## src/sv/tet_scaled_jacobian_quality_assert.svh

```systemverilog
// ----------------------------------------------------------------------------
// Assertion macros for the scaled Jacobian quality block
// ----------------------------------------------------------------------------
`ifndef TET_SCALED_JACOBIAN_QUALITY_ASSERT_SVH
`define TET_SCALED_JACOBIAN_QUALITY_ASSERT_SVH

// condition holds at every edge out of reset
`define TSJ_ASSERT_HOLDS(lbl, clk, rst_n, cond, msg) \
    lbl: assert property (@(posedge clk) disable iff (!rst_n) (cond)) \
        else $error(msg);

// same-cycle implication
`define TSJ_ASSERT_IMPLIES(lbl, clk, rst_n, ante, cons, msg) \
    lbl: assert property (@(posedge clk) disable iff (!rst_n) (ante) |-> (cons)) \
        else $error(msg);

// next-cycle implication
`define TSJ_ASSERT_NEXT(lbl, clk, rst_n, ante, cons, msg) \
    lbl: assert property (@(posedge clk) disable iff (!rst_n) (ante) |=> (cons)) \
        else $error(msg);

`endif

```

## src/sv/tsj_sqrt.sv

```systemverilog
// ----------------------------------------------------------------------------
// tsj_sqrt
// Pipelined integer square root, one root bit (two radicand bits) per stage.
// ----------------------------------------------------------------------------
module tsj_sqrt #(
    parameter int XW = 34,
    parameter int SW = 2
) (
    input  logic            i_clk,
    input  logic            i_rst_n,
    input  logic            i_en,
    input  logic            i_valid,
    input  logic [XW-1:0]   i_x,
    input  logic [SW-1:0]   i_side,
    output logic            o_valid,
    output logic [XW/2-1:0] o_root,
    output logic [SW-1:0]   o_side
);
    localparam int RB    = XW / 2;
    localparam int REM_W = RB + 2;

    logic [XW-1:0]    r_x    [RB];
    logic [REM_W-1:0] r_rem  [RB];
    logic [RB-1:0]    r_root [RB];
    logic [SW-1:0]    r_side [RB];
    logic             r_vld  [RB];

    for (genvar i = 0; i < RB; i++) begin : g_stg
        logic [XW-1:0]    x_in;
        logic [REM_W-1:0] rem_in;
        logic [RB-1:0]    root_in;
        logic [SW-1:0]    side_in;
        logic             vld_in;
        logic [REM_W+1:0] sh;
        logic [REM_W+1:0] trial;
        logic [REM_W+1:0] res;
        logic             ge;
        logic [REM_W-1:0] n_rem;
        logic [RB-1:0]    n_root;

        if (i == 0) begin : g_first
            assign x_in    = i_x;
            assign rem_in  = '0;
            assign root_in = '0;
            assign side_in = i_side;
            assign vld_in  = i_valid;
        end else begin : g_next
            assign x_in    = r_x[i-1];
            assign rem_in  = r_rem[i-1];
            assign root_in = r_root[i-1];
            assign side_in = r_side[i-1];
            assign vld_in  = r_vld[i-1];
        end

        assign sh     = {rem_in, x_in[XW-1-2*i -: 2]};
        assign trial  = (REM_W+2)'({root_in, 2'b01});
        assign ge     = sh >= trial;
        assign res    = ge ? (sh - trial) : sh;
        assign n_rem  = res[REM_W-1:0];
        assign n_root = {root_in[RB-2:0], ge};

        always_ff @(posedge i_clk) begin
            if (!i_rst_n) begin
                r_vld[i] <= 1'b0;
            end else if (i_en) begin
                r_vld[i] <= vld_in;
            end
        end

        always_ff @(posedge i_clk) begin
            if (i_en) begin
                r_x[i]    <= x_in;
                r_rem[i]  <= n_rem;
                r_root[i] <= n_root;
                r_side[i] <= side_in;
            end
        end
    end

    assign o_valid = r_vld[RB-1];
    assign o_root  = r_root[RB-1];
    assign o_side  = r_side[RB-1];

endmodule

```

## config.mk

```make
export PLATFORM = sky130hd
export DESIGN_NAME = tsj_sqrt
export DESIGN_NICKNAME = d
export VERILOG_FILES = /design/src/sv/tet_scaled_jacobian_quality_assert.svh /design/src/sv/tsj_sqrt.sv
export SDC_FILE = /design/constraint.sdc
export NUM_CORES = 1
export LEC_CHECK = 0
export BUFFER_PORTS_ARGS = -buffer_cell sky130_fd_sc_hd__buf_4
export CORE_ASPECT_RATIO = 1.1
export CORE_MARGIN = 8
export CORE_UTILIZATION = 35
export DETAILED_ROUTE_END_ITERATION = 7
export PLACE_DENSITY = 0.5
export SLEW_MARGIN = 10
export SYNTH_ARGS = -nofsm -noshare
export SYNTH_HDL_FRONTEND = slang
export SYNTH_SLANG_ARGS = --single-unit
```

## constraint.sdc

```tcl
create_clock -name i_clk -period 6.74 [get_ports i_clk]
set_input_delay 1.348 -clock i_clk [delete_from_list [all_inputs] [get_ports i_clk]]
set_output_delay 1.348 -clock i_clk [all_outputs]
set_load 0.05 [all_outputs]
```

==> reports/qor.csv <==
metric;value;unit
Hold EP;r_x[0][382];
worst r2r src;r_rem[0][251];
final setup fails;0;
Area growth, synth to finish;14.81;%
CTS Buffer Depth;3;
wire length per cell;15.28;um
fillers;8940;
worst relative slew slack;30.87;%
Critical Path Sink Type;flop;
Mapped Avg Cell Area;13.65;um^2
logic gate share of total power;12.6;%
Synth top area share;66.93;%
status;finished, final reports clean;
PwrDens;318.7;mW/mm^2
Setup TNS;0;ps
mux contribution to synthesized area;1.153;%
Hold Path Depth;0;
DR vias;19176;
Pwr Total;12.43;mW
total number of yosys warnings;0;
FP Rows;120;
DRC;0;
H-tree depth;3;
RSZ-0062 raised after global routing;no;
reg2reg end;r_rem[0][272];
Post-synth EDFFs;757;
Net Sw Frac;24.74;%
largest net degree at the start of global routing;167;
layout cell share with drive strength beyond 1;9.301;%
WL final;60650;um
Arr. time, crit path;4000;ps
first-pass GRT wire length;98210;um
First-pass DRT Iterations;5;
Distinct cells, synth;69;
Crit Path Class;flop to flop;
largest family of logic cells by synthesized area;simple AND/OR/NAND/NOR gates;
xor/xnor cell area share of the yosys netlist;5.158;%
CP Launch Type;flop;
sequential share of the synthesized area;66.99;%
Starting Density;35.07;%
clock-pin slew on the worst setup and hold paths;60;ps
syn_nets;2699;
Nets;2828;
Peak VDD IR;0.2511;mV
antenna violations before repair;0;
Reg power frac;48.8;%
synthesized instance count;2488;
reg2reg setup slack;3130;ps
Pint;9.353;mW
root buf cell;clkbuf_16;
max frequency;276.7;MHz
initial DRC count;1000;
diode count;0;
Cell Area, Synth;0.03396;mm^2
cts hold-fix bufs;0;
DP HPWL;41850;um
total grt overflow;0;
Slew @ Worst Pin;1037;ps
core area;0.09684;mm^2
die area;0.1073;mm^2
clock sink total;758;
Slew Viols, Final;0;
number of synthesized register bits;758;
post-CTS sizing;0;
WHS;403.5;ps
Die Y;342.7;um
Synth Area in Adders;6.300;%
complex-gate fraction of the synthesized area;8.684;%
Die Span X;313.0;um
antenna viol nets, final;0;
Switching Power;3.075;mW
final hold vios;0;
routed vias/inst;4.831;
crit path time final;3614;ps
Primary FF master, synth;edfxtp_1;
pre-CTS WS;3084;ps
most area-hungry cell type in the Yosys netlist;edfxtp_1;
CP required;7130;ps
number of port buffers;59;
GRT Overall Usage;11.01;%
clk_lat worst skew;650;ps
most frequent cells after synthesis;edfxtp_1, inv_1, ha_1;
TritonCTS Buffers;86;
R2R cell count;7;
Worst Skew;29.35;ps
CTS tree;built;
Hold Crit Class;flop to flop;
final worst-path cycle share;53.61;%
ys async rst share;0;%
Lkg Pwr;14.88;nW
Max Fanout on Critical Path;29;
Final WS setup;3126;ps
Worst Min Path Start;r_x[0][348];
Synth area leaders;edfxtp_1, ha_1, xnor2_1;
vias in the first global route;19694;
I/O pins;60;
GPL Wtd Cong;0.8233;
Clk network pwr share;38.6;%
max-cap violation count;0;
Post-Synth Simple-Gate Area;8.923;%
count leader, synth;edfxtp_1;
Setup Buffers After CTS;0;
[final cells by class]
type	count	area, um^2	area share, %
clock inverter	58	726.9	1.864
sequential	758	22750	58.35
inverter	219	822.0	2.108
clock buffer	101	2208	5.664
timing repair buffer	73	605.6	1.553
multi-input combinational	1479	10270	26.35
tap	1281	1603	4.111
[worst max-delay path: stages (launching register included)]
cell and delay (ps):
edfxtp_1 390, ha_1 410, a2111o_1 450, o21ai_0 330
o21a_1 200, o21ai_1 100, or4_1 980, mux2_1 490
[power by group through the flow]
stage	sequential, mW	clock [mW]	combinational (mW)
3_5_place_dp	6.17	0	1.56
2_1_floorplan	6.07	0	1.15
5_1_grt	6.11	5.16	1.76
3_3_place_gp	6.16	0	1.53
4_1_cts	6.07	4.98	1.57
6_report	6.06	4.80	1.57
[registers in the layout, indices dropped and copies added, names as in the netlist]
| register | cells |
|---|---|
| r_x | 272 |
| r_rem | 282 |
| r_vld | 17 |
| r_side | 34 |
| r_root | 153 |
[layer usage]
| metal | share of wire, % | GRT usage [%] | routed length, um |
|---|---|---|---|
| met5 | 0 | 0 | 0 |
| met1 | 41 | 12.29 | 24970 |
| met2 | 52 | 20.43 | 31330 |
| met3 | 4.1 | 2.276 | 2496 |
| met4 | 3.0 | 4.201 | 1846 |
[metrics by stage]
step           cells  area (um^2)  utilization [%]
3_3_place_gp    3810        36060            37.23
3_5_place_dp    3810        36060            37.23
4_1_cts         3969        38990            40.26
6_report        3969        38990            40.26
2_1_floorplan   2488        33960                -
5_1_grt         3969        38990            40.26
[worst max-delay path by stage]
stage	from	to	cells past startpoint
floorplan	r_rem[0][251]	r_rem[0][271]	8
finish	r_rem[0][251]	r_rem[0][272]	7
detailed placement	r_rem[0][251]	r_rem[0][272]	7
global placement	r_rem[0][251]	r_rem[0][273]	7
global route	r_rem[0][251]	r_rem[0][271]	8
CTS	r_rem[0][251]	r_rem[0][271]	7
[layout by cell type (no fill, tap or decap), types with 43 or more instances in the layout]
cell type,instances
clkbuf_16,86
nor3_1,54
inv_1,218
ha_1,171
a21o_1,46
xor2_1,91
nor2_1,140
nand2_1,148
a21oi_1,138
o21ai_0,110
buf_4,68
o21a_1,43
edfxtp_1,757
xnor2_1,109
[cell families (layout without fill, tap and decap cells)]
logic type	count (synthesis)	after routing
buffers and inverters	251	451
muxes	36	36
xor gates and xnor gates	200	200
other	1	1
adders and majority gates	171	171
and+or+nand+nor	603	603
AOI/OAI and AO/OA	468	468
DFF	758	758
Power figures use the tool's default switching activity.
