[config.mk]
export PLATFORM = sky130hd
export DESIGN_NAME = tsj_mul
export DESIGN_NICKNAME = d
export VERILOG_FILES = /design/src/sv/tet_scaled_jacobian_quality_assert.svh /design/src/sv/tsj_mul.sv
export SDC_FILE = /design/constraint.sdc
export NUM_CORES = 2
export LEC_CHECK = 0
export BUFFER_PORTS_ARGS = -buffer_cell sky130_fd_sc_hd__buf_2
export CORE_ASPECT_RATIO = 1.2
export CORE_MARGIN = 2
export CORE_UTILIZATION = 25
export CTS_CLUSTER_SIZE = 25
export DETAILED_ROUTE_END_ITERATION = 10
export GPL_TIMING_DRIVEN = 0
export PLACE_DENSITY_LB_ADDON = 0.05
export SLEW_MARGIN = 20
export SYNTH_ARGS = -nofsm -noshare
export SYNTH_HDL_FRONTEND = slang
export SYNTH_SLANG_ARGS = --single-unit
[constraint.sdc]
create_clock -name i_clk -period 9.7 [get_ports i_clk]
set_clock_uncertainty 0.2 [all_clocks]
set_input_delay 1.455 -clock i_clk [delete_from_list [all_inputs] [get_ports i_clk]]
set_output_delay 1.455 -clock i_clk [all_outputs]
set_load 0.01 [all_outputs]
[src/sv/tet_scaled_jacobian_quality_assert.svh]
// ----------------------------------------------------------------------------
// Assertion macros for the scaled Jacobian quality block
// ----------------------------------------------------------------------------
`ifndef TET_SCALED_JACOBIAN_QUALITY_ASSERT_SVH
`define TET_SCALED_JACOBIAN_QUALITY_ASSERT_SVH

// condition holds at every edge out of reset
`define TSJ_ASSERT_HOLDS(lbl, clk, rst_n, cond, msg) \
    lbl: assert property (@(posedge clk) disable iff (!rst_n) (cond)) \
        else $error(msg);

// same-cycle implication
`define TSJ_ASSERT_IMPLIES(lbl, clk, rst_n, ante, cons, msg) \
    lbl: assert property (@(posedge clk) disable iff (!rst_n) (ante) |-> (cons)) \
        else $error(msg);

// next-cycle implication
`define TSJ_ASSERT_NEXT(lbl, clk, rst_n, ante, cons, msg) \
    lbl: assert property (@(posedge clk) disable iff (!rst_n) (ante) |=> (cons)) \
        else $error(msg);

`endif

[src/sv/tsj_mul.sv]
// ----------------------------------------------------------------------------
// tsj_mul
// Pipelined unsigned multiplier: B is cut into NSTG chunks, one partial
// product accumulated per stage. A side word travels along with the data.
// ----------------------------------------------------------------------------
module tsj_mul #(
    parameter int AW   = 34,
    parameter int BW   = 34,
    parameter int NSTG = 4,
    parameter int SW   = 1
) (
    input  logic             i_clk,
    input  logic             i_rst_n,
    input  logic             i_en,
    input  logic             i_valid,
    input  logic [AW-1:0]    i_a,
    input  logic [BW-1:0]    i_b,
    input  logic [SW-1:0]    i_side,
    output logic             o_valid,
    output logic [AW+BW-1:0] o_p,
    output logic [SW-1:0]    o_side
);
    localparam int CW  = (BW + NSTG - 1) / NSTG;
    localparam int BPW = CW * NSTG;
    localparam int PW  = AW + BW;

    logic [PW-1:0]  r_acc  [NSTG];
    logic [AW-1:0]  r_a    [NSTG];
    logic [BPW-1:0] r_b    [NSTG];
    logic [SW-1:0]  r_side [NSTG];
    logic           r_vld  [NSTG];

    for (genvar k = 0; k < NSTG; k++) begin : g_stg
        localparam int SH = k * CW;
        logic [PW-1:0]      acc_in;
        logic [AW-1:0]      a_in;
        logic [BPW-1:0]     b_in;
        logic [SW-1:0]      side_in;
        logic               vld_in;
        logic [AW+CW-1:0]   pp;
        logic [PW-1:0]      n_acc;

        if (k == 0) begin : g_first
            assign acc_in  = '0;
            assign a_in    = i_a;
            assign b_in    = BPW'(i_b);
            assign side_in = i_side;
            assign vld_in  = i_valid;
        end else begin : g_next
            assign acc_in  = r_acc[k-1];
            assign a_in    = r_a[k-1];
            assign b_in    = r_b[k-1];
            assign side_in = r_side[k-1];
            assign vld_in  = r_vld[k-1];
        end

        assign pp    = (AW+CW)'(a_in) * (AW+CW)'(b_in[SH +: CW]);
        assign n_acc = acc_in + (PW'(pp) << SH);

        always_ff @(posedge i_clk) begin
            if (!i_rst_n) begin
                r_vld[k] <= 1'b0;
            end else if (i_en) begin
                r_vld[k] <= vld_in;
            end
        end

        always_ff @(posedge i_clk) begin
            if (i_en) begin
                r_acc[k]  <= n_acc;
                r_a[k]    <= a_in;
                r_b[k]    <= b_in;
                r_side[k] <= side_in;
            end
        end
    end

    assign o_valid = r_vld[NSTG-1];
    assign o_p     = r_acc[NSTG-1];
    assign o_side  = r_side[NSTG-1];

endmodule

==> run_summary.xml <==
<?xml version="1.0" encoding="UTF-8"?>
<metrics>
  <group name="logic_synthesis">
    <metric name="post_synth_inst_count" unit="">5328</metric>
    <metric name="count_of_flip_flops_with_a_built_in_enable_after_synthesis" unit="">383</metric>
    <metric name="synth-main-ff-cell" unit="">edfxtp_1</metric>
    <metric name="synth_nets" unit="">6618</metric>
    <metric name="yosysSeqAreaShare" unit="%">22.01</metric>
    <metric name="syn_area" unit="sq um">52350</metric>
    <metric name="yosys_register_bits" unit="">384</metric>
    <metric name="yosysWarnings" unit="">0</metric>
    <metric name="synth.avg_cell_area" unit="sq um">9.826</metric>
    <metric name="ys_async_sr_fraction" unit="%">0</metric>
    <metric name="synth.distinct_cells" unit="">81</metric>
  </group>
  <group name="clock_network">
    <metric name="tritoncts" unit="">built</metric>
    <metric name="holdBufCountCts" unit="">0</metric>
    <metric name="cts_buffers" unit="">57</metric>
    <metric name="cts-root-to-sink-buffers" unit="">3</metric>
    <metric name="cts.clk_slew.worst_paths" unit="ps">60</metric>
    <metric name="htree_num_levels" unit="">2</metric>
    <metric name="clock_latency" unit="ps">720</metric>
    <metric name="numClockSinks" unit="">384</metric>
    <metric name="clk_root_buffer_cell" unit="">clkbuf_16</metric>
  </group>
  <group name="floorplanning">
    <metric name="floorplan.rows" unit="">184</metric>
    <metric name="die_w" unit="um">421.7</metric>
    <metric name="floorplan.die_area" unit="sq um">213100</metric>
    <metric name="effective_utilization_at_floorplan" unit="%">25.07</metric>
    <metric name="core" unit="sq um">208800</metric>
    <metric name="floorplan.io_pins" unit="">143</metric>
    <metric name="die_height" unit="um">505.3</metric>
  </group>
  <group name="setup_path">
    <metric name="cp_slowest_stage_delay" unit="ps">690</metric>
    <metric name="worstSetupStartpointType" unit="">flop</metric>
    <metric name="critical_path.endpoint_type" unit="">flop</metric>
    <metric name="critical_path_arrival" unit="ps">9540</metric>
    <metric name="worst-endpoint-required" unit="ps">9950</metric>
    <metric name="critPathSlowestCell" unit="">clkbuf_1</metric>
    <metric name="critical-path-top-cell-by-count" unit="">ha_1</metric>
    <metric name="critical_path.max_fanout" unit="">10</metric>
    <metric name="timing_worst_setup_path_type" unit="">reg -&gt; reg</metric>
  </group>
  <group name="global_route">
    <metric name="combined_global_route_utilization_of_all_metal_layers" unit="%">16.15</metric>
    <metric name="grt_max_degree" unit="">88</metric>
    <metric name="vias_in_the_first_global_route" unit="">40091</metric>
    <metric name="grt_antenna_before_repair" unit="">9</metric>
    <metric name="global_route_wire_length_before_repair" unit="mm">258.6</metric>
    <metric name="grt_remaining_overflow" unit="">0</metric>
  </group>
  <group name="status">
    <metric name="run_status" unit="">completed</metric>
  </group>
  <group name="cells_and_area">
    <metric name="fin_cells" unit="">8369</metric>
    <metric name="nets" unit="">6821</metric>
    <metric name="syn2layout_area_growth" unit="%">12.20</metric>
    <metric name="drive_gt1_share" unit="%">5.542</metric>
  </group>
  <group name="detailed_routing">
    <metric name="route.detailed.drc" unit="">0</metric>
    <metric name="route.final.wire_length" unit="mm">170.7</metric>
    <metric name="drt_first_iter_violations" unit="">1344</metric>
    <metric name="routedWlPerCell" unit="um">20.39</metric>
    <metric name="route.vias.total" unit="">36048</metric>
    <metric name="firstDrtPassIters" unit="">5</metric>
    <metric name="antenna_left" unit="">0</metric>
    <metric name="vias_per_cell" unit="">4.307</metric>
  </group>
  <group name="flow_run">
    <metric name="max_cap_violations" unit="">0</metric>
  </group>
  <group name="sta">
    <metric name="min_period" unit="ps">9293</metric>
    <metric name="timing.final.ws_setup" unit="ps">406.5</metric>
    <metric name="slew_headroom" unit="%">36.43</metric>
    <metric name="layout_worst_path_cycle_share" unit="%">95.81</metric>
    <metric name="timing.final.hold_violations" unit="">0</metric>
    <metric name="finalSetupViolCount" unit="">0</metric>
    <metric name="achievable-frequency" unit="GHz">0.1076</metric>
    <metric name="grt_setup_unrepaired" unit="">no</metric>
    <metric name="worst_slew_pin_slew" unit="ps">953.5</metric>
    <metric name="slew_violations" unit="">0</metric>
  </group>
  <group name="placement">
    <metric name="placement.io_buffers" unit="">139</metric>
    <metric name="pre_cts_slack" unit="ps">-450.3</metric>
    <metric name="dp.final_hpwl" unit="mm">143.9</metric>
    <metric name="place_congestion" unit="">0.8286</metric>
    <metric name="dp_cells" unit="">8262</metric>
  </group>
  <group name="hold_path">
    <metric name="timing.hold.worst.class" unit="">reg -&gt; reg</metric>
  </group>
</metrics>
-- cells by family after synthesis --
| group | after synthesis | share of synthesized area [%] |
|---|---|---|
| muxes | 3 | 0.05736 |
| buffers and inverters | 1135 | 8.147 |
| and+or+nand+nor | 1652 | 15.69 |
| xor gates and xnor gates | 249 | 4.166 |
| AOI/OAI and AO/OA | 688 | 8.804 |
| adders and majority gates | 1217 | 41.13 |
| DFF | 384 | 22.01 |
-- synthesized netlist by cell type, types with 5 or more instances --
cell	instances	share of area, %
o21a_1	30	0.43
and3_1	38	0.45
o21bai_1	36	0.52
a31o_2	7	0.12
a211oi_1	15	0.22
and4_1	6	0.10
nor2_1	104	0.75
a31oi_1	16	0.19
nand3_1	47	0.45
and2_1	575	6.9
inv_1	947	6.8
o2111ai_1	7	0.12
nand2b_1	29	0.35
nor4_1	6	0.072
a21oi_2	7	0.12
xnor2_1	160	2.7
nand2_1	731	5.2
a221o_1	11	0.21
xor2_1	89	1.5
o31ai_1	8	0.11
fa_1	840	32
ha_1	377	9.0
a211o_1	8	0.13
edfxtp_1	383	22
o21ai_0	99	0.95
a21oi_1	215	2.1
a21o_1	141	2.0
o31a_1	6	0.10
nand3b_1	5	0.072
nand4_1	28	0.33
clkbuf_1	184	1.3
o211ai_1	7	0.10
o21ai_1	10	0.096
nor3_1	33	0.32
or2_2	5	0.060
a221oi_1	5	0.084
nor2b_1	22	0.26
-- per-layer routing --
| layer | vias to the layer above | global-route usage, % | share of wire [%] |
|---|---|---|---|
| met5 | - | 0 | 0 |
| met4 | 0 | 4.590 | 3.0 |
| met3 | 157 | 1.318 | 1.8 |
| met2 | 396 | 29.77 | 52 |
| met1 | 18196 | 19.97 | 43 |
| li1 | 17299 | - | - |
-- sequential cells by signal, summed over array words and instances (netlist names) --
signal and flops:
r_a 102, r_acc 226, r_b 48, r_side 4, r_vld 4
-- through the flow --
step	setup TNS [ps]	instance area (sq um)	util (%)	hold WS, ps
finish	0	58740	28.13	212.2
global placement	-5042	56540	27.08	201.4
CTS	0	58670	28.10	211.2
global route	0	58740	28.13	216.4
detailed placement	-2094	56700	27.15	204.5
floorplan	0	52350	-	200.3
-- area by class of cell --
| type | instances | area, sq um |
|---|---|---|
| sequential | 384 | 11520 |
| timing repair buffer | 148 | 885.9 |
| inverter | 947 | 3555 |
| tap | 2790 | 3491 |
| antenna | 3 | 7.507 |
| buffer | 184 | 723.2 |
| clock buffer | 64 | 1453 |
| fill | 22322 | 150100 |
| clock inverter | 40 | 516.7 |
| multi-input combinational | 3809 | 36590 |
-- placed cells by master (no fill, tap or decap), types with 8 or more instances in the layout --
cell type,netlist,routed
ha_1,377,377
o21ai_0,99,99
nor3_1,33,33
edfxtp_1,383,383
nand2b_1,29,29
nand2_1,731,731
o21bai_1,36,36
inv_1,947,947
nand4_1,28,28
a31oi_1,16,16
a211o_1,8,8
nand3_1,47,47
clkbuf_1,184,165
clkbuf_2,0,22
clkinv_1,0,11
nor2b_1,22,22
o31ai_1,8,8
o21a_1,30,30
a21o_1,141,141
fa_1,840,840
a211oi_1,15,15
bufinv_16,0,9
and2_1,575,575
clkbuf_16,0,57
a221o_1,11,11
and3_1,38,38
xnor2_1,160,160
nor2_1,104,104
xor2_1,89,89
a21oi_1,215,215
buf_2,4,142
o21ai_1,10,10
-- worst max-delay path, delay by kind of cell (launching register included) --
family	cells	cell delay (ps)
AOI/OAI and AO/OA	6	1760
xor gates and xnor gates	2	900
adders and majority gates	7	2580
buffers and inverters	5	1200
DFF	1	320
and+or+nand+nor	9	2030
-- repair_timing --
action,CTS,global route
gates cloned,0,0
pin swaps,0,0
hold endpoints to repair,0,0
gates resized for setup,5,38
setup buffers,0,4
setup endpoints to repair,10,12
-- worst paths after layout --
path	from	endpoint	slack (ps)	depth (start not counted)
worst max register to register	r_b[0][11]	r_acc[1][47]	410	29
worst min-delay path	r_acc[2][24]	r_acc[3][24]	210	0
worst max-delay path	r_b[0][11]	r_acc[1][47]	410	29
worst min register to register	r_acc[2][24]	r_acc[3][24]	210	0
Power is not shown: default switching activity piles up to over one toggle a cycle in this logic, so the estimate is an artifact.
